==> src/rtl/hsi_pkg.sv <==
package hsi_pkg;

    localparam int CHAN_W     = 8;
    localparam int SUM_W      = 10;
    localparam int HUE_W      = 16;
    localparam int SAT_W      = 16;
    localparam int SAT_FRAC   = 15;
    localparam int CORDIC_N   = 30;
    localparam int IDX_W      = 5;
    localparam int FRAC_Q     = 40;
    // vector magnitude (CORDIC gain included) stays below 2^51 in Q40; bit 51 is the sign
    localparam int VEC_W      = 52;
    localparam int ACC_W      = 32;
    localparam int DIV_STEPS  = 16;
    localparam int REM_W      = SUM_W + SAT_FRAC + 1;
    localparam logic [40:0] SQRT3_Q40 = 41'd1904410002821;

    typedef struct packed {
        logic                     valid;
        logic signed [VEC_W-1:0]  x;
        logic signed [VEC_W-1:0]  y;
        logic [ACC_W-1:0]         acc;
        logic [REM_W-1:0]         rem;
        logic [SAT_W-1:0]         quo;
        logic [SUM_W-1:0]         sum;
        logic                     grey;
        logic                     black;
    } stage_t;

    function automatic logic [ACC_W-1:0] atan_turn(input logic [IDX_W-1:0] i);
        logic [ACC_W-1:0] v;
        case (i)
            5'd0:  v = 32'd536870912;
            5'd1:  v = 32'd316933406;
            5'd2:  v = 32'd167458907;
            5'd3:  v = 32'd85004756;
            5'd4:  v = 32'd42667331;
            5'd5:  v = 32'd21354465;
            5'd6:  v = 32'd10679838;
            5'd7:  v = 32'd5340245;
            5'd8:  v = 32'd2670163;
            5'd9:  v = 32'd1335087;
            5'd10: v = 32'd667544;
            5'd11: v = 32'd333772;
            5'd12: v = 32'd166886;
            5'd13: v = 32'd83443;
            5'd14: v = 32'd41722;
            5'd15: v = 32'd20861;
            5'd16: v = 32'd10430;
            5'd17: v = 32'd5215;
            5'd18: v = 32'd2608;
            5'd19: v = 32'd1304;
            5'd20: v = 32'd652;
            5'd21: v = 32'd326;
            5'd22: v = 32'd163;
            5'd23: v = 32'd81;
            5'd24: v = 32'd41;
            5'd25: v = 32'd20;
            5'd26: v = 32'd10;
            5'd27: v = 32'd5;
            5'd28: v = 32'd3;
            5'd29: v = 32'd1;
            default: v = '0;
        endcase
        return v;
    endfunction

endpackage

==> src/rtl/hsi_stage.sv <==
// One CORDIC vectoring iteration plus, in the first stages, one quotient bit.
module hsi_stage (
    input  logic                        aclk,
    input  logic                        aresetn,
    input  logic                        ce,
    input  logic [hsi_pkg::IDX_W-1:0]   idx,
    input  hsi_pkg::stage_t             stage_in,
    output hsi_pkg::stage_t             stage_out
);

    hsi_pkg::stage_t                     st_reg, st_next;
    logic signed [hsi_pkg::VEC_W-1:0]    xs, ys;
    logic [hsi_pkg::REM_W-1:0]           dsh;
    logic [3:0]                          qbit;

    always_comb begin
        st_next = stage_in;
        xs = stage_in.x >>> idx;
        ys = stage_in.y >>> idx;
        if (!stage_in.y[hsi_pkg::VEC_W-1]) begin
            st_next.x   = stage_in.x + ys;
            st_next.y   = stage_in.y - xs;
            st_next.acc = stage_in.acc + hsi_pkg::atan_turn(idx);
        end else begin
            st_next.x   = stage_in.x - ys;
            st_next.y   = stage_in.y + xs;
            st_next.acc = stage_in.acc - hsi_pkg::atan_turn(idx);
        end
        // restoring divide, MSB first: quotient bit 15-idx
        qbit = 4'd15 - idx[3:0];
        dsh  = {{(hsi_pkg::REM_W-hsi_pkg::SUM_W-1){1'b0}}, stage_in.sum, 1'b0} << qbit;
        if (idx < hsi_pkg::IDX_W'(hsi_pkg::DIV_STEPS) && stage_in.rem >= dsh) begin
            st_next.rem        = stage_in.rem - dsh;
            st_next.quo[qbit]  = 1'b1;
        end
    end

    always_ff @(posedge aclk) begin
        if (!aresetn) begin
            st_reg.valid <= 1'b0;
        end else if (ce) begin
            st_reg.valid <= stage_in.valid;
        end
        if (ce) begin
            st_reg.x     <= st_next.x;
            st_reg.y     <= st_next.y;
            st_reg.acc   <= st_next.acc;
            st_reg.rem   <= st_next.rem;
            st_reg.quo   <= st_next.quo;
            st_reg.sum   <= st_next.sum;
            st_reg.grey  <= st_next.grey;
            st_reg.black <= st_next.black;
        end
    end

    assign stage_out = st_reg;

endmodule

==> config.mk <==
export PLATFORM = sky130hd
export DESIGN_NAME = hsi_stage
export DESIGN_NICKNAME = d
export VERILOG_FILES = /design/src/rtl/hsi_pkg.sv /design/src/rtl/hsi_stage.sv
export SDC_FILE = /design/constraint.sdc
export NUM_CORES = 1
export LEC_CHECK = 0
export ABC_AREA = 1
export BUFFER_PORTS_ARGS = -buffer_cell sky130_fd_sc_hd__clkbuf_2
export CAP_MARGIN = 20
export CORE_ASPECT_RATIO = 1.25
export CORE_MARGIN = 4
export CORE_UTILIZATION = 51
export DETAILED_ROUTE_END_ITERATION = 7
export PLACE_DENSITY = 0.76
export REMOVE_ABC_BUFFERS = 1
export SLEW_MARGIN = 30
export SYNTH_ARGS = -nofsm -noshare
export SYNTH_HDL_FRONTEND = slang
export SYNTH_SLANG_ARGS = --single-unit
==> constraint.sdc <==
create_clock -name aclk -period 6.9 [get_ports aclk]
set_input_delay 0.345 -clock aclk [delete_from_list [all_inputs] [get_ports aclk]]
set_output_delay 0.345 -clock aclk [all_outputs]
set_load 0.005 [all_outputs]
# Yosys cells after proc, flatten, opt, wreduce, memory -nomap -nowiden
# Memory sizes are Yosys's and may differ from the RTL's.
# Index checks and enable logic that the tools add are counted.
[totals] ff_bits=191 rom_bits=1920 inputBits=199 output_inout_bits=191 word_cells=35 memories=2
[op_classes] add_sub_neg=8 n_lt_le_gt_ge=4 shift=3 muxes=6 n_bitwise=1 n_reduce_logical=2
[memory_table] memory="(name not given)" words=32 word_bits=30 rd=1 rd_ports_with_merged_regs=0 write_ports=0 line_no="hsi_pkg.sv:32" rtl="case (i)"
[memory_table] memory="(name not given)" words=32 word_bits=30 rd=1 rd_ports_with_merged_regs=0 write_ports=0 line_no="hsi_pkg.sv:32"
[op_table] op="2-to-1 mux 136 bit" n=1
[op_table] op="adder 52 bit" n=2
[op_table] op=">>> shifter 52 x 5 -> 52 bit" n=2
[op_table] op="subtractor 52 bit" n=2
[op_table] op="2-to-1 mux 32 bit" n=2
[op_table] op="2-to-1 mux 42 bit" n=1
[op_table] op="adder 32 bit" n=1
[op_table] op="subtractor 32 bit" n=1
[op_table] op=">= comparator 26 bit" n=1
[op_table] op="<< shifter 11 x 4 -> 26 bit" n=1
[op_table] op="subtractor 26 bit" n=1
[op_table] op="OR 16 bit" n=1
[op_table] op="less-than comparator 4 x 5 -> 1 bit, second input constant" n=1
[op_table] op="less-than comparator 5 bit, second input constant" n=1
[op_table] op="demux 1 bit (select 4 bit)" n=1
[op_table] op=">= comparator 4 x 1 -> 1 bit, second input constant" n=1
[op_table] op="subtractor 4 bit, first input constant" n=1
[op_table] op="logical AND 1 bit" n=2
[op_table] op="2-to-1 mux 1 bit" n=1

# Logic depth before layout (Yosys ltp)
# Gate-level depths: netlist of the first run.
[logic_depth] ltp_word=7 depth_mapped=37 ltp_nobuf=34

# Worst setup path before layout of the first run
# Ideal clock, no wire load.
[synth_timing] path_type="input to register" from="input idx[1] (netlist name)" to="register st_reg, in the netlist stage_out[77] (data pin)" setup_time_ns=0.265 arrival_time_ns=4.637 t_required_ns=6.635 setup_slack_ns=1.998 stages=25 path_buffers=4 path_cell_list="inv_2 -> buf_6 -> buf_2 -> buf_2 -> buf_1 -> ha_1 -> or2_2 -> nand2_1 -> a21oi_1 -> a311oi_2 -> ha_1 -> nand2_1 -> nor2_1 -> nor2_1 -> xnor2_1 -> ha_1 -> a21oi_1 -> o21ai_0 -> a21oi_1 -> nor3_1 -> nor2_1 -> o21ai_0 -> a21boi_0 -> o21ai_0 -> xor2_1"
[synth_rtl] item="start, declared" line_no="hsi_stage.sv:6" rtl="input logic [hsi_pkg::IDX_W-1:0] idx,"
[synth_rtl] item="end, declared" line_no="hsi_stage.sv:11" rtl="hsi_pkg::stage_t st_reg, st_next;"

==> results of run 1 <==
## worst register-to-register path: stages, from the launching register on
cell     delay, ns
dfxtp_1       0.31
o21ai_0       0.19
a21oi_1       0.06
## final timing paths
kind | slack (ns) | from | to
setup / recovery | 0.97 | idx[0] | stage_out[183]
hold / removal | 0.05 | stage_in[0] | stage_out[0]
setup reg to reg | 6.20 | stage_out[190] | stage_out[190]
hold reg to reg | 0.58 | stage_out[190] | stage_out[190]
## logic make-up (layout without fill, tap and decap cells)
logic type / Yosys count / in the layout
fa+ha+maj: 174 / 174
compound gates: 591 / 591
other cells: 0 / 5
xor+xnor: 235 / 235
mux: 2 / 2
buf+inv: 561 / 864
flops: 191 / 191
simple gates: 2565 / 2565
## stage by stage
step	hold slack (ns)	std cells	utilization	power, mW
2_1_floorplan	0.438	4169	-	3.74
6_report	0.0469	5292	0.573	5.90
5_1_grt	0.0237	5289	0.573	6.32
3_3_place_gp	0.523	5255	0.562	4.86
3_5_place_dp	0.528	5255	0.562	4.87
4_1_cts	0.00835	5287	0.573	5.88
## layout make-up
type                       instances  area (um^2)
tap                              665          832
fill                            5380        22100
inverter                         411         1550
multi-input combinational       3567        18700
sequential                       191         5730
clock inverter                    13          129
clock buffer                      18          429
antenna                            5         12.5
timing repair buffer             422         2250
## synthesized netlist by cell type (19+ instances only)
master    count
nand3_1     683
a31oi_1      32
clkbuf_1     40
o21bai_1     36
inv_1       353
ha_1        171
a21oi_1     205
nand2_2      45
edfxtp_1    190
o21a_1       19
inv_2        50
o21ai_0     186
nand2_1    1321
xnor2_1      81
o21ai_1      25
buf_1        25
nor2_1      391
xor2_1      154
buf_2        62
nand4_1      46
## report_power, final
part           total [mW]  internal [mW]  switching, mW
sequential           1.73           1.65         0.0740
combinational        3.17           1.11           2.06
clock                1.00          0.502          0.499
## layer usage
layer,vias up,part of all wire,track usage
met5,-,0.00018,0
met4,2,0.069,0.206
met3,293,0.076,0.0517
met2,1481,0.47,0.583
met1,13800,0.39,0.424
li1,15000,-,-
## what timing repair did
item | in CTS | in global routing
hold buffers | 1 | 0
hold endpoints to repair | 1 | 0
gates resized for setup | 0 | 0
## cells in the final DEF (no fill, tap or decap), types with 4 or more instances in the layout
cell	count
a211oi_1	6
a21boi_0	6
a21o_1	8
a21oi_1	205
a221oi_1	5
a22oi_1	10
a31oi_1	32
and3_1	4
buf_4	31
clkbuf_16	17
clkbuf_2	384
clkinv_1	6
clkinv_2	6
diode_2	5
edfxtp_1	190
ha_1	171
inv_1	352
inv_2	48
nand2_1	1321
nand2_2	45
nand2_4	4
nand3_1	683
nand3_2	9
nand3b_1	4
nand4_1	46
nor2_1	390
nor2_2	19
nor2_4	10
nor3_1	18
nor4_1	9
o211ai_1	13
o21a_1	19
o21ai_0	186
o21ai_1	25
o21ai_2	10
o21ai_4	4
o21bai_1	36
xnor2_1	81
xor2_1	154
==> summary.txt, run 1 <==
Status
  • Status: complete, no violations

Worst hold path
  • Worst Hold Depth: 1
  • Min-Delay Path Class: primary input to flop

Synth
  • Register bit count reported by yosys: 191
  • Mapped Cells: 4319
  • Post-synth EDFFs: 190
  • Synth area leaders: edfxtp_1 (21%), nand2_1 (19%), nand3_1 (13%), ha_1 (8.0%), nor2_1 (5.5%)
  • Mux cell area share after synthesis: 0.000747
  • Syn Area/Cell: 6.20 um^2
  • Largest family of logic cells by synthesized area: simple AND/OR/NAND/NOR gates
  • Netlist cell types: 60
  • Synth Area in Adders: 0.0821
  • Yosys warns: 0
  • Synth top area share: 0.213
  • Share of the yosys chip area belonging to registers: 0.214
  • Synth Area in Simple Gates: 0.411
  • Primary FF master, synth: edfxtp_1
  • Largest area contributor in the netlist: edfxtp_1
  • XOR/XNOR share of the synthesized area: 0.0769
  • Compound-gate portion of the synthesized area: 0.129
  • Asr flop ratio synth: 0
  • Mapped Area: 26800 um^2

Clock network
  • Post-CTS Repair Setup Buffers: 0
  • Clock sink total: 191
  • Longest Clk Path Bufs: 2
  • Clock root cell: clkbuf_16
  • CTS H-Tree Depth: 4
  • Clk_lat worst skew: 0.48 ns
  • TritonCTS Buffers: 17
  • CTS tree: done
  • Worst-path clk slew: 0.08 ns

Detailed routing
  • Drt wl/cell: 19.3 um
  • Vias per inst: 5.78
  • Routed vias: 30600
  • Pre-antenna DRT Iters: 8
  • Routed Antenna Nets: 0
  • Starting DRT DRC Count: 3093
  • Routed wire length: 102000 um
  • Residual DRC: 0

Global routing
  • Number of global-route vias before repair: 28800
  • Largest net degree at the start of global routing: 99
  • First-pass GRT wire length: 155000 um
  • Global Route Usage Sum: 0.349
  • Initial antenna violation count: 3
  • Aggregate global routing overflow: 0

Critical path
  • FF-to-FF path depth: 2
  • CP Class: primary input to flop
  • Top cell by count, worst path: nand3_1
  • Critical path required time: 7.14 ns
  • CP Depth: 28
  • CP peak stage delay: 0.60 ns
  • Worst setup SP type: primary input
  • Slowest library cell on the worst path: clkinv_2
  • Critical path's top delay family: buffers and inverters
  • Worst Path Arrival: 6.17 ns
  • CP Max Fanout: 43
  • CP endpoint kind: flop
  • CP Buf/Inv Count: 7

Place
  • Setup WS pre-CTS: 0.649 ns
  • GP Congestion: 1.02
  • Cell Area, Placed: 29100 um^2
  • Hpwl dp: 85200 um
  • IO buf count: 389

Floorplanning
  • Core Box Area: 51800 um^2
  • Die Width: 213 um
  • Die ar.: 56300 um^2
  • Placement Rows: 93
  • IO Pins: 390
  • Initial Utilization: 0.517
  • Die height: 264 um

STA
  • Slew @ Worst Pin: 0.984 ns
  • Worst setup margin: 0.969 ns
  • Max Freq: 0.169 GHz
  • Slew HR: 0.344
  • Final hold viol count: 0
  • Unrepaired setup endpoints after global routing: false
  • Tcrit/Tclk final: 0.860
  • Max Slew Vio Count: 0
  • Final min period: 5.93 ns
  • Worst Skew: 0 ns
  • Setup_tns: 0 ns
  • Final-report setup violation count: 0

Pwr
  • LEAKAGE: 14.5 nW
  • Power density cells: 199 nW/um^2
  • Max VDD drop: 0.167 mV

Cells and area
  • Max FFs per register: 191
  • Fin nets: 4983
  • Share of post-route cells with drive strength above 1: 0.133
  • Area growth syn-to-layout: 10.8%
  • Fin area: 29700 um^2

Flow run
  • Max Cap Violations: 0
Power figures use the tool's default switching activity.
==> run 2, diff against run 1 <==
--- a/config.mk
+++ b/config.mk
@@ -11,6 +11,7 @@
 export CORE_ASPECT_RATIO = 1.25
 export CORE_MARGIN = 4
 export CORE_UTILIZATION = 51
+export CTS_BUF_LIST = sky130_fd_sc_hd__clkbuf_8 sky130_fd_sc_hd__clkbuf_16
 export DETAILED_ROUTE_END_ITERATION = 7
 export PLACE_DENSITY = 0.76
 export REMOVE_ABC_BUFFERS = 1
==> run 2 against run 1 <==
Compared with the run above: register-to-register slack about the same; maximum frequency about the same; largest cell class unchanged; critical endpoint unchanged; highest routed layer unchanged; non-clock buffer count unchanged.
==> summary.txt, run 2 (same netlist as run 1, synthesis figures left out) <==
Floorplanning
  • Placement Rows: 93 (unchanged)
  • Core Box Area: 51800 um^2 (unchanged)
  • Die ar.: 56300 um^2 (unchanged)
  • Die Width: 213 um (unchanged)
  • Initial Utilization: 0.517 (unchanged)
  • IO Pins: 390 (unchanged)
  • Die height: 264 um (unchanged)

Status
  • Status: complete, no violations

Place
  • Dpl cells: 5255 (unchanged)
  • Hpwl dp: 85200 um (unchanged)
  • IO buf count: 389 (unchanged)
  • Setup WS pre-CTS: 0.649 ns (unchanged)
  • GP Congestion: 1.02 (unchanged)

Detailed routing
  • Routed wire length: 102000 um (about the same)
  • Pre-antenna DRT Iters: 8 (unchanged)
  • Routed Antenna Nets: 0 (unchanged)
  • Routed vias: 30600 (+0.016%)
  • Starting DRT DRC Count: 3093 (unchanged)
  • Residual DRC: 0 (unchanged)
  • Vias per inst: 5.78 (about the same)
  • Drt wl/cell: 19.3 um (about the same)

STA
  • Final min period: 5.93 ns (+0.000790 ns)
  • Max Freq: 0.169 GHz (about the same)
  • Final hold viol count: 0 (unchanged)
  • Final-report setup violation count: 0 (unchanged)
  • Worst Hold Slack: 0.0470 ns (+0.000106 ns)
  • Unrepaired setup endpoints after global routing: false
  • Worst Skew: 0 ns (unchanged)
  • Worst setup margin: 0.969 ns (-0.000790 ns)
  • Tcrit/Tclk final: 0.860 (about the same)
  • Max Slew Vio Count: 0 (unchanged)
  • Slew @ Worst Pin: 0.983 ns (-0.00106 ns)
  • Setup_tns: 0 ns (unchanged)
  • Slew HR: 0.345 (+0.000710)

Pwr
  • Max VDD drop: 0.167 mV (about the same)
  • Power density cells: 199 nW/um^2 (about the same)
  • LEAKAGE: 14.5 nW (about the same)
  • Tot Pwr: 5.90 mW (about the same)

Clock network
  • Clk_lat worst skew: 0.48 ns (about the same)
  • Post-CTS Repair Setup Buffers: 0 (unchanged)
  • CTS tree: done
  • CTS-repair resized insts: 0 (unchanged)
  • Clock root cell: clkbuf_16
  • TritonCTS Buffers: 17 (unchanged)
  • Clock sink total: 191 (unchanged)
  • CTS H-Tree Depth: 4 (unchanged)
  • Worst-path clk slew: 0.08 ns (about the same)
  • Longest Clk Path Bufs: 2 (unchanged)

Cells and area
  • Fill count: 5380 (unchanged)
  • Share of post-route cells with drive strength above 1: 0.133 (unchanged)
  • Max FFs per register: 191 (unchanged)
  • Fin nets: 4983 (unchanged)
  • Leading cell type in the layout, fill and taps excluded: nand2_1
  • Most frequent cells in the layout: nand2_1 (1321), nand3_1 (683), nor2_1 (390), clkbuf_2 (384), inv_1 (353)
  • Cell Count, Final, Fillers Out: 5292 (unchanged)
  • Area growth syn-to-layout: 10.8% (unchanged)

Critical path
  • Worst setup SP type: primary input
  • CP Class: primary input to flop
  • Slowest library cell on the worst path: clkinv_2
  • CP Max Fanout: 43 (unchanged)
  • Worst Path Arrival: 6.17 ns (about the same)
  • CP endpoint kind: flop
  • Top cell by count, worst path: nand3_1
  • Critical path required time: 7.14 ns (about the same)
  • CP peak stage delay: 0.60 ns (about the same)

Global routing
  • Initial antenna violation count: 3 (unchanged)
  • Global Route Usage Sum: 0.349 (unchanged)
  • First-pass GRT wire length: 155000 um (unchanged)
  • Number of global-route vias before repair: 28800 (unchanged)
  • Largest net degree at the start of global routing: 99 (unchanged)
  • Aggregate global routing overflow: 0 (unchanged)

Flow run
  • Max Cap Violations: 0 (unchanged)

Worst hold path
  • Min-Delay Path Class: primary input to flop
[run 2: cell types whose count changed in the layout (fill, tap and decap cells not counted)]
cell,previous run,this run
inv_1,352,353
clkbuf_1,1,0
[run 2: final cells by class]
| cell class | instances | area, um^2 | share of cell area |
|---|---|---|---|
| Antenna cell | 5 | 12.5 | 0.000422 |
| Clock buffer | 17 | 425 | 0.0143 |
| Clock inverter | 14 | 133 | 0.00447 |
| Inverter | 411 | 1550 | 0.0523 |
| Multi-Input combinational cell | 3567 | 18700 | 0.631 |
| Sequential cell | 191 | 5730 | 0.193 |
| Tap cell | 665 | 832 | 0.0280 |
| Timing Repair Buffer | 422 | 2250 | 0.0760 |
[run 2: worst max-delay path: cells and delay by family]
| kind | cells | cell delay [ns] |
|---|---|---|
| compound gates | 8 | 1.64 |
| xor+xnor | 2 | 0.49 |
| fa+ha+maj | 2 | 0.54 |
| buf+inv | 7 | 1.88 |
| simple gates | 9 | 1.25 |
[run 2: metal layers]
metal	global-route usage	part of all wire	vias to the layer above
met5	0	0.00018	-
met4	0.206	0.069	2
met3	0.0517	0.077	293
met2	0.583	0.47	1488
met1	0.424	0.39	13800
li1	-	-	15000
[run 2: worst paths after layout]
path / startpoint / end / depth (start not counted) / slack [ns]
hold reg to reg: stage_out[190] / stage_out[190] / 2 / 0.58
setup reg to reg: stage_out[190] / stage_out[190] / 2 / 6.20
hold / removal: stage_in[0] / stage_out[0] / 1 / 0.05
setup / recovery: idx[0] / stage_out[183] / 28 / 0.97
[run 2: report_power, final]
part / internal, mW / switching (mW)
clock: 0.501 / 0.499
combinational: 1.11 / 2.06
sequential: 1.65 / 0.0740
total: 3.26 / 2.64
[run 2: what timing repair did]
item,4_1_cts,5_1_grt
hold buffers,1,0
setup endpoints to repair,0,0
endpoints found under the hold margin,1,0
[run 2: per-stage QoR]
stage,instance area [um^2],utilization
floorplan,26000,-
global placement,29100,0.562
detailed placement,29100,0.562
CTS,29600,0.573
global route,29700,0.573
finish,29700,0.573
